[config.mk]
export PLATFORM = sky130hd
export DESIGN_NAME = rsnh_div
export DESIGN_NICKNAME = d
export VERILOG_FILES = /design/src/rtl/core/rsnh_pkg.sv /design/src/rtl/core/rsnh_div.sv
export SDC_FILE = /design/constraint.sdc
export NUM_CORES = 1
export LEC_CHECK = 0
export BUFFER_PORTS_ARGS = -buffer_cell sky130_fd_sc_hd__clkbuf_2
export CAP_MARGIN = 20
export CORE_MARGIN = 5
export CORE_UTILIZATION = 49
export CTS_CLUSTER_DIAMETER = 30
export DETAILED_ROUTE_END_ITERATION = 8
export PLACE_DENSITY = 0.73
export SKIP_LAST_GASP = 1
export SLEW_MARGIN = 30
export SYNTH_ARGS = -nofsm -noshare
export SYNTH_HDL_FRONTEND = slang
export SYNTH_SLANG_ARGS = --single-unit
[constraint.sdc]
create_clock -name i_clk -period 2.77 [get_ports i_clk]
set_input_delay 0.4155 -clock i_clk [delete_from_list [all_inputs] [get_ports i_clk]]
set_output_delay 0.4155 -clock i_clk [all_outputs]
set_load 0.02 [all_outputs]
[src/rtl/core/rsnh_pkg.sv]
// Shared types and constants of the ray segment nearest hit unit.
// No dependencies; used by every module of the block.
`default_nettype none

package rsnh_pkg;

    // Fixed field widths
    localparam int SLOT_W    = 6;
    localparam int DIR_W     = 16;
    localparam int DIST_W    = 23;
    localparam int ANG_W     = 16;
    localparam int WNUM_W    = 6;
    localparam int CFG_IDX_W = 2;
    localparam int CFG_W     = 23;
    localparam int CNT_CFG_W = 7;
    localparam int LIM_W     = 20;

    // Division: quotient bits, fraction bits, integer-part bits
    localparam int QUOT_BITS = DIST_W;
    localparam int FRAC_BITS = 14;
    localparam int PRE_BITS  = QUOT_BITS - FRAC_BITS;

    // Register reset values
    localparam logic [DIST_W-1:0]    MAX_DIST_RST = 23'd262144;
    localparam logic [CNT_CFG_W-1:0] WALL_CNT_RST = 7'd0;
    localparam logic [LIM_W-1:0]     DEG_LIM_RST  = 20'd671;

    // Register indexes
    localparam logic [CFG_IDX_W-1:0] CFG_MAX_DIST = 2'd0;
    localparam logic [CFG_IDX_W-1:0] CFG_WALL_CNT = 2'd1;
    localparam logic [CFG_IDX_W-1:0] CFG_DEG_LIM  = 2'd2;

    // Item kinds on tuser
    localparam logic FUNC_LOAD = 1'b0;
    localparam logic FUNC_CAST = 1'b1;

    typedef enum logic [3:0] {
        ST_IDLE,
        ST_READ,
        ST_DIFF,
        ST_MUL,
        ST_SUB,
        ST_TEST,
        ST_DIV,
        ST_FIN_MUL,
        ST_FIN_OUT
    } t_state;

    // Divider status toward the sequencer
    typedef struct packed {
        logic busy;
        logic done;
    } t_div_stat;

endpackage

`default_nettype wire

[src/rtl/core/rsnh_div.sv]
// Restoring divider, one quotient bit per cycle: floor(num * 2^14 / den).
// Depends on rsnh_pkg. Caller guarantees the quotient fits in QUOT_BITS.
`default_nettype none

module rsnh_div #(
    parameter int NW = 51,
    parameter int DW = 42
) (
    input  wire                                 i_clk,
    input  wire                                 i_rst_n,
    input  wire                                 i_start,
    input  wire [NW-1:0]                        i_num,
    input  wire [DW-1:0]                        i_den,
    output rsnh_pkg::t_div_stat                 o_stat,
    output logic [rsnh_pkg::QUOT_BITS-1:0]      o_quot
);

    localparam int QB = rsnh_pkg::QUOT_BITS;
    localparam int CW = $clog2(QB + 1);

    logic              r_busy;
    logic              r_done;
    logic [CW-1:0]     r_cnt;
    logic [DW-1:0]     r_rem;
    logic [DW-1:0]     r_den;
    logic [QB-1:0]     r_sh;
    logic [QB-1:0]     r_q;

    logic [DW:0]       trial;
    logic              ge;

    // One trial subtraction
    always_comb begin
        trial = {r_rem, r_sh[QB-1]};
        ge    = trial >= {1'b0, r_den};
    end

    // Control: count steps, pulse done after the last
    always_ff @(posedge i_clk) begin
        if (!i_rst_n) begin
            r_busy <= 1'b0;
            r_done <= 1'b0;
            r_cnt  <= '0;
        end else begin
            r_done <= 1'b0;
            if (i_start) begin
                r_busy <= 1'b1;
                r_cnt  <= '0;
            end else if (r_busy) begin
                r_cnt <= r_cnt + 1'b1;
                if (r_cnt == CW'(QB - 1)) begin
                    r_busy <= 1'b0;
                    r_done <= 1'b1;
                end
            end
        end
    end

    // Datapath: load operands, then shift in one bit a cycle
    always_ff @(posedge i_clk) begin
        if (i_start) begin
            r_rem <= DW'(i_num >> rsnh_pkg::PRE_BITS);
            r_den <= i_den;
            r_sh  <= {i_num[rsnh_pkg::PRE_BITS-1:0], {rsnh_pkg::FRAC_BITS{1'b0}}};
            r_q   <= '0;
        end else if (r_busy) begin
            r_rem <= ge ? DW'(trial - {1'b0, r_den}) : DW'(trial);
            r_sh  <= {r_sh[QB-2:0], 1'b0};
            r_q   <= {r_q[QB-2:0], ge};
        end
    end

    assign o_stat = {r_busy, r_done};
    assign o_quot = r_q;

endmodule

`default_nettype wire

After elaboration in Yosys (flattened, before gate mapping)
Cells that the tools add are included.
- logic and storage cells: 25
- input bits: 96
- output and inout bits: 25
- register bits after elaboration: 123
- reduce and logical (&&, ||, !) cells: 3
- multiplexer cells: 9
- order comparisons: 1
- $add $sub $neg: 2
- bitwise gates (word level): 2
- eq/ne operators: 1
- operator list (cell ; count):
    two-way mux 42 bit ; 3
    two-way mux 23 bit ; 2
    greater-or-equal comparator 43 x 42 -> 1 bit ; 1
    subtractor 42 bit ; 1
    adder 5 x 1 -> 5 bit, second input constant ; 1
    equality test 5 bit, second input constant ; 1
    two-way mux 1 bit ; 4
    OR reduction 3 bit ; 1
    inverter 1 bit ; 2
    nonzero test 2 bit ; 1
    OR reduction 2 bit ; 1

Depth between registers and ports, before layout
- word-level depth: 4
- gate-level depth with buffers: 14
- mapped depth without buffers: 13

Worst setup path after synthesis
OpenSTA, ideal clock, no wires.
- path kind: register -> register
- from: register r_rem[26]
- to: register r_rem[37], data pin
- clock period less this slack: 3.021 ns
- setup time: 0.254 ns
- slack: -0.251 ns
- stages on the path, launching flop included: 11
- arrival time: 2.767 ns
- buffers on the path: 1
- data required time: 2.516 ns
- path through: edfxtp_1 -> ha_1 -> buf_2 -> nand3_1 -> or3_4 -> or4_1 -> o221ai_2 -> a31o_4 -> mux2_2 -> mux2_2 -> a21o_1
- word-level cells in the longest chain between the ends: 4
- elaborated cells on any way between the ends: 5
- classes of those cells: 1 x add/sub; 1 x order compare; 3 x mux
- RTL lines (item ; RTL line ; text):
    start, declared ; rsnh_div.sv:24 ; logic [DW-1:0] r_rem;
    start signal, assigned ; rsnh_div.sv:62 ; r_rem <= DW'(i_num >> rsnh_pkg::PRE_BITS);
    start signal, assigned ; rsnh_div.sv:67 ; r_rem <= ge ? DW'(trial - {1'b0, r_den}) : DW'(trial);
    subtractor 42 bit or greater-or-equal comparator 43 x 42 -> 1 bit (tied branches) ; rsnh_div.sv:67, rsnh_div.sv:35 ;
    two-way mux 42 bit (*) ; rsnh_div.sv:67 ;
    two-way mux 42 bit (*) ; rsnh_div.sv:66 ; end else if (r_busy) begin
    two-way mux 42 bit (*) ; rsnh_div.sv:61 ; if (i_start) begin
Every way passes the cells marked *; elsewhere a longest branch is shown, timed or not. The select of a mux whose other input is x is not followed.
A chain may end at the register's enable or synchronous reset.

Worst setup path after layout
- from: register r_sh[22]
- to: register r_rem[30], data pin
- word-level cells in the longest chain between the ends: 4
- elaborated cells on any way between the ends: 5
- classes of those cells: 1 x add/sub; 1 x order compare; 3 x mux
- RTL lines (item ; RTL line ; text):
    start, declared ; rsnh_div.sv:26 ; logic [QB-1:0] r_sh;
    start signal, assigned ; rsnh_div.sv:64 ; r_sh <= {i_num[rsnh_pkg::PRE_BITS-1:0], {rsnh_pkg::FRAC_BITS{1'b0}}};
    start signal, assigned ; rsnh_div.sv:68 ; r_sh <= {r_sh[QB-2:0], 1'b0};
    subtractor 42 bit or greater-or-equal comparator 43 x 42 -> 1 bit (tied branches) ; rsnh_div.sv:67, rsnh_div.sv:35 ;
    two-way mux 42 bit (*) ; rsnh_div.sv:67 ;
    two-way mux 42 bit (*) ; rsnh_div.sv:66 ;
    two-way mux 42 bit (*) ; rsnh_div.sv:61 ;
Marked as above.

==> out/summary.log <==
[sta] Post-Route Skew 0.01073 ns
[final_layout] area of the multi-input gates 0.004811 sq mm
[drt] total detailed-routing wirelength 22.43 mm
[floorplan] die outline height 135.0 um
[setup_path] Critical Path End r_rem[30]
[setup_path] Critical R2R Launch r_sh[22]
[clock_network] deepest level of the CTS H-tree 4
[sta] final slew viol count 0
[sta] final critical path time including I/O delays and setup 3.119 ns
[final_layout] net count reported at finish 1177
[setup_path] data arrival time at the worst-slack endpoint 3.30 ns
[run_status] violations in the final reports setup timing
[sta] worst relative slew slack 0.6712
[drt] number of iterations in the first detailed-routing pass 5
[drt] DRT iter0 DRCs 459
[drt] vias per cell 5.446
[floorplan] I/O pin total 121
[setup_path] buffers plus inverters on the worst setup path 3
[global_routing] all-layer global routing usage 0.2251
[sta] total setup violations reported at the end of the flow 42
[clock_network] CTS root buf sky130_fd_sc_hd__clkbuf_16
[floorplan] die width 135.0 um
[logic_synthesis] dominant cell type by area after synthesis sky130_fd_sc_hd__edfxtp_1
[global_routing] wire length of the first global-routing pass 32.80 mm
[global_routing] largest net degree at the start of global routing 61
[sta] final worst hold slack 0.1619 ns
[min_path] worst hold path class in2reg
[drt] drt drc 0
[clock_network] CTS Hold Bufs 0
[logic_synthesis] Post-synth top flop sky130_fd_sc_hd__edfxtp_1
[sta] fin crit share 1.126
[logic_synthesis] Synth Register Bits 123
[power] reported leakage power 0.004972 uW
[drt] Final ANT Viol Nets 0
[final_layout] Fill cells 978
[setup_path] number of cells on the worst reg-to-reg path 14
[sta] least setup slack across all paths after layout -0.3493 ns
[clock_network] CTS buffer count 17
[floorplan] Cell Rows 45
[floorplan] Core Region 0.01526 sq mm
[drt] Via Count 6862
[setup_path] number of cells on the critical path 14
[setup_path] cell with the biggest individual delay on the critical path sky130_fd_sc_hd__edfxtp_1
[power] total power divided by cell area 1050 mW/mm^2
[floorplan] die footprint 0.01822 sq mm
[logic_synthesis] number of enable-type register cells in the synthesized netlist 93
[drt] wire length per cell after detailed routing 17.80 um
[logic_synthesis] Async S/R FF share, synth 0
[setup_path] Worst Setup Path Type reg2reg
[setup_path] category of the worst setup path capture point flop
[sta] final hold violation count 0
[sta] maximum operating frequency 320.6 MHz
[logic_synthesis] Seq/Total Area, Yosys 0.4433
[clock_network] clock edge transition at the registers on the reported setup and hold paths 0.06 ns
[logic_synthesis] number of warnings printed during yosys synthesis 0
[final_layout] Reg area 0.003393 sq mm
[sta] slew at the pin closest to its max-slew limit 0.4932 ns
[final_layout] antenna cell count 0
[logic_synthesis] Gate Count Post-Synth 750
[setup_path] Largest delay share family, worst path compound AO/OA/AOI/OAI gates
[place] Post-DP HPWL 13.88 mm
[setup_path] delay of the slowest cell on the worst path 0.40 ns
[logic_synthesis] number of nets in the synthesized netlist 891
[final_layout] signed area change from the synthesized netlist to the final layout 50.28%
[setup_path] Critical Path Start Type flop
[setup_path] critical path launch point r_sh[22]
[logic_synthesis] netlist area before placement 0.007655 sq mm
[place] GP Congestion 0.9134
[global_routing] number of antenna violations at the first check in global routing 0
[final_layout] Final Util 0.7539
[place] # port buffers 120
[setup_path] Req. time, crit path 2.95 ns
[sta] unrepaired setup endpoints after global routing yes
[setup_path] setup slack, reg-to-reg -0.35 ns
[logic_synthesis] post-synthesis area per instance 10.21 sq um
[clock_network] Clk Latency, worst-skew pair 0.43 ns
[global_routing] number of global-route vias before repair 6874
[global_routing] remaining global-route overflow 0
[clock_network] sink count of the clock tree 123
[floorplan] Initial Utilization 0.5017
[clock_network] number of buffers on the longest clock path 2
[power] worst IR drop on VDD 0.5478 mV
[place] setup slack at placement -0.4367 ns
[run] # Max-Cap Violations 0
[setup_path] destination of the worst register-to-register timing path r_rem[30]
[setup_path] sequence of cells on the critical path inv_1 -> ha_2 -> inv_2 -> fa_2 -> nand3_2 -> a21oi_2 -> o31ai_4 -> buf_6 -> a21oi_4 -> a211oi_4 -> o31a_1 -> xor2_1 -> a21oi_1 -> mux2_2
[logic_synthesis] fraction of post-synthesis cell area in the top cell type by area 0.3648
[final_layout] share of final-layout standard cells stronger than drive strength 1 0.4948
[clock_network] CTS tree done
[setup_path] CP max FO 3
[logic_synthesis] Yosys cell types 69
[logic_synthesis] largest cells by area after synthesis sky130_fd_sc_hd__edfxtp_1, sky130_fd_sc_hd__dfxtp_1, sky130_fd_sc_hd__ha_1
[run_status] status finished with violations
cell families (layout without fill, tap and decap cells):
family | Yosys count | in the layout | synth area share
AND/OR/NAND/NOR | 202 | 202 | 0.1242
AO/OA/AOI/OAI | 170 | 170 | 0.1541
flip-flops | 123 | 123 | 0.4433
buffers and inverters | 100 | 399 | 0.05933
multiplexers | 71 | 71 | 0.09987
adder cells (fa/ha/maj) | 45 | 45 | 0.07453
XOR/XNOR | 39 | 39 | 0.04462
worst register-to-register path, cell delays in order (launching register included):
cell	delay [ns]
sky130_fd_sc_hd__edfxtp_1	0.40
sky130_fd_sc_hd__inv_1	0.08
sky130_fd_sc_hd__ha_2	0.19
sky130_fd_sc_hd__inv_2	0.05
sky130_fd_sc_hd__fa_2	0.40
sky130_fd_sc_hd__nand3_2	0.10
sky130_fd_sc_hd__a21oi_2	0.08
sky130_fd_sc_hd__o31ai_4	0.27
sky130_fd_sc_hd__buf_6	0.14
sky130_fd_sc_hd__a21oi_4	0.07
sky130_fd_sc_hd__a211oi_4	0.35
sky130_fd_sc_hd__o31a_1	0.18
sky130_fd_sc_hd__xor2_1	0.19
sky130_fd_sc_hd__a21oi_1	0.12
sky130_fd_sc_hd__mux2_2	0.26
through the flow:
| stage | area [sq um] | TNS, ns | power (uW) | cells |
|---|---|---|---|---|
| 2_1_floorplan | 7804 | -2.251 | 5975 | 750 |
| 3_5_place_dp | 9504 | -12.27 | 7790 | 1180 |
| 6_report | 11500 | -9.882 | 12070 | 1260 |
| 4_1_cts | 10710 | -7.672 | 10790 | 1232 |
| 5_1_grt | 11500 | -15.34 | 12710 | 1260 |
| 3_3_place_gp | 9504 | -10.44 | 7688 | 1180 |
cells in the mapped netlist, types with 10 or more instances:
cell type and count:
sky130_fd_sc_hd__o21ai_0 23, sky130_fd_sc_hd__clkbuf_1 13, sky130_fd_sc_hd__xnor2_1 19, sky130_fd_sc_hd__nand4_1 13, sky130_fd_sc_hd__inv_1 62, sky130_fd_sc_hd__dfxtp_1 30
sky130_fd_sc_hd__nor3_1 14, sky130_fd_sc_hd__mux2_2 39, sky130_fd_sc_hd__a21o_1 20, sky130_fd_sc_hd__a21oi_1 59, sky130_fd_sc_hd__nor2_1 84, sky130_fd_sc_hd__edfxtp_1 93
sky130_fd_sc_hd__xor2_1 20, sky130_fd_sc_hd__buf_2 10, sky130_fd_sc_hd__ha_1 44, sky130_fd_sc_hd__mux2i_1 28, sky130_fd_sc_hd__nand2_1 35, sky130_fd_sc_hd__nand3_1 20
routing by layer:
layer | routed length [um] | global-route usage
met5 | 0 | 0
met1 | 9197 | 0.2664
met4 | 685 | 0.08231
met2 | 11430 | 0.3999
met3 | 1120 | 0.05104
state kept, by name, summed over array words and instances, names as in the netlist:
register  cells
r_sh          9
o_quot       23
r_rem        42
r_cnt         5
r_busy        1
r_done        1
r_den        42
how the worst min path moves through the flow:
stage,depth (start not counted),end,start
final,1,r_den[24],i_den[24]
after global routing,1,r_den[32],i_den[32]
after CTS,1,r_den[5],i_den[5]
after detailed placement,2,o_quot[22],o_quot[22]
after global placement,2,o_quot[22],o_quot[22]
after floorplan,2,r_cnt[4],r_cnt[4]
where the power goes:
| group | internal (uW) | leakage (uW) | total, uW | switching, uW |
|---|---|---|---|---|
| clock network | 1210 | 0.000272 | 2110 | 898 |
| logic | 3860 | 0.00353 | 7260 | 3400 |
| registers | 2430 | 0.00117 | 2700 | 273 |
| total | 7500 | 0.00497 | 12100 | 4570 |
layout by cell type, fill, tap and decap left out, types with 19 or more instances in the layout:
cell                        instances
sky130_fd_sc_hd__clkbuf_16         20
sky130_fd_sc_hd__a21o_1            20
sky130_fd_sc_hd__mux2_2            26
sky130_fd_sc_hd__a21oi_1           36
sky130_fd_sc_hd__a21oi_2           22
sky130_fd_sc_hd__buf_4            158
sky130_fd_sc_hd__mux2i_1           28
sky130_fd_sc_hd__inv_1             60
sky130_fd_sc_hd__dfxtp_1           30
sky130_fd_sc_hd__clkbuf_2         119
sky130_fd_sc_hd__ha_4              24
sky130_fd_sc_hd__nand2_1           32
sky130_fd_sc_hd__nor2_4            22
sky130_fd_sc_hd__edfxtp_1          93
sky130_fd_sc_hd__nor2_1            59
sky130_fd_sc_hd__xor2_1            19
timing repair:
item                                    4_1_cts  5_1_grt
cloned                                        3        2
pin swaps                                    24       54
endpoints found under the setup margin       42       43
gates resized for setup                      91      120
endpoints found under the hold margin         0        0
buffers inserted                             17       27
cell type report:
type | instances | share of cell area
multi-input cells | 527 | 0.4182
flip-flops and latches | 123 | 0.2950
clock buffers | 19 | 0.03948
clock inverters | 13 | 0.009354
inverters | 62 | 0.02023
well taps | 211 | 0.02295
repair buffers | 305 | 0.1948
(Power assumes the default switching activity.)
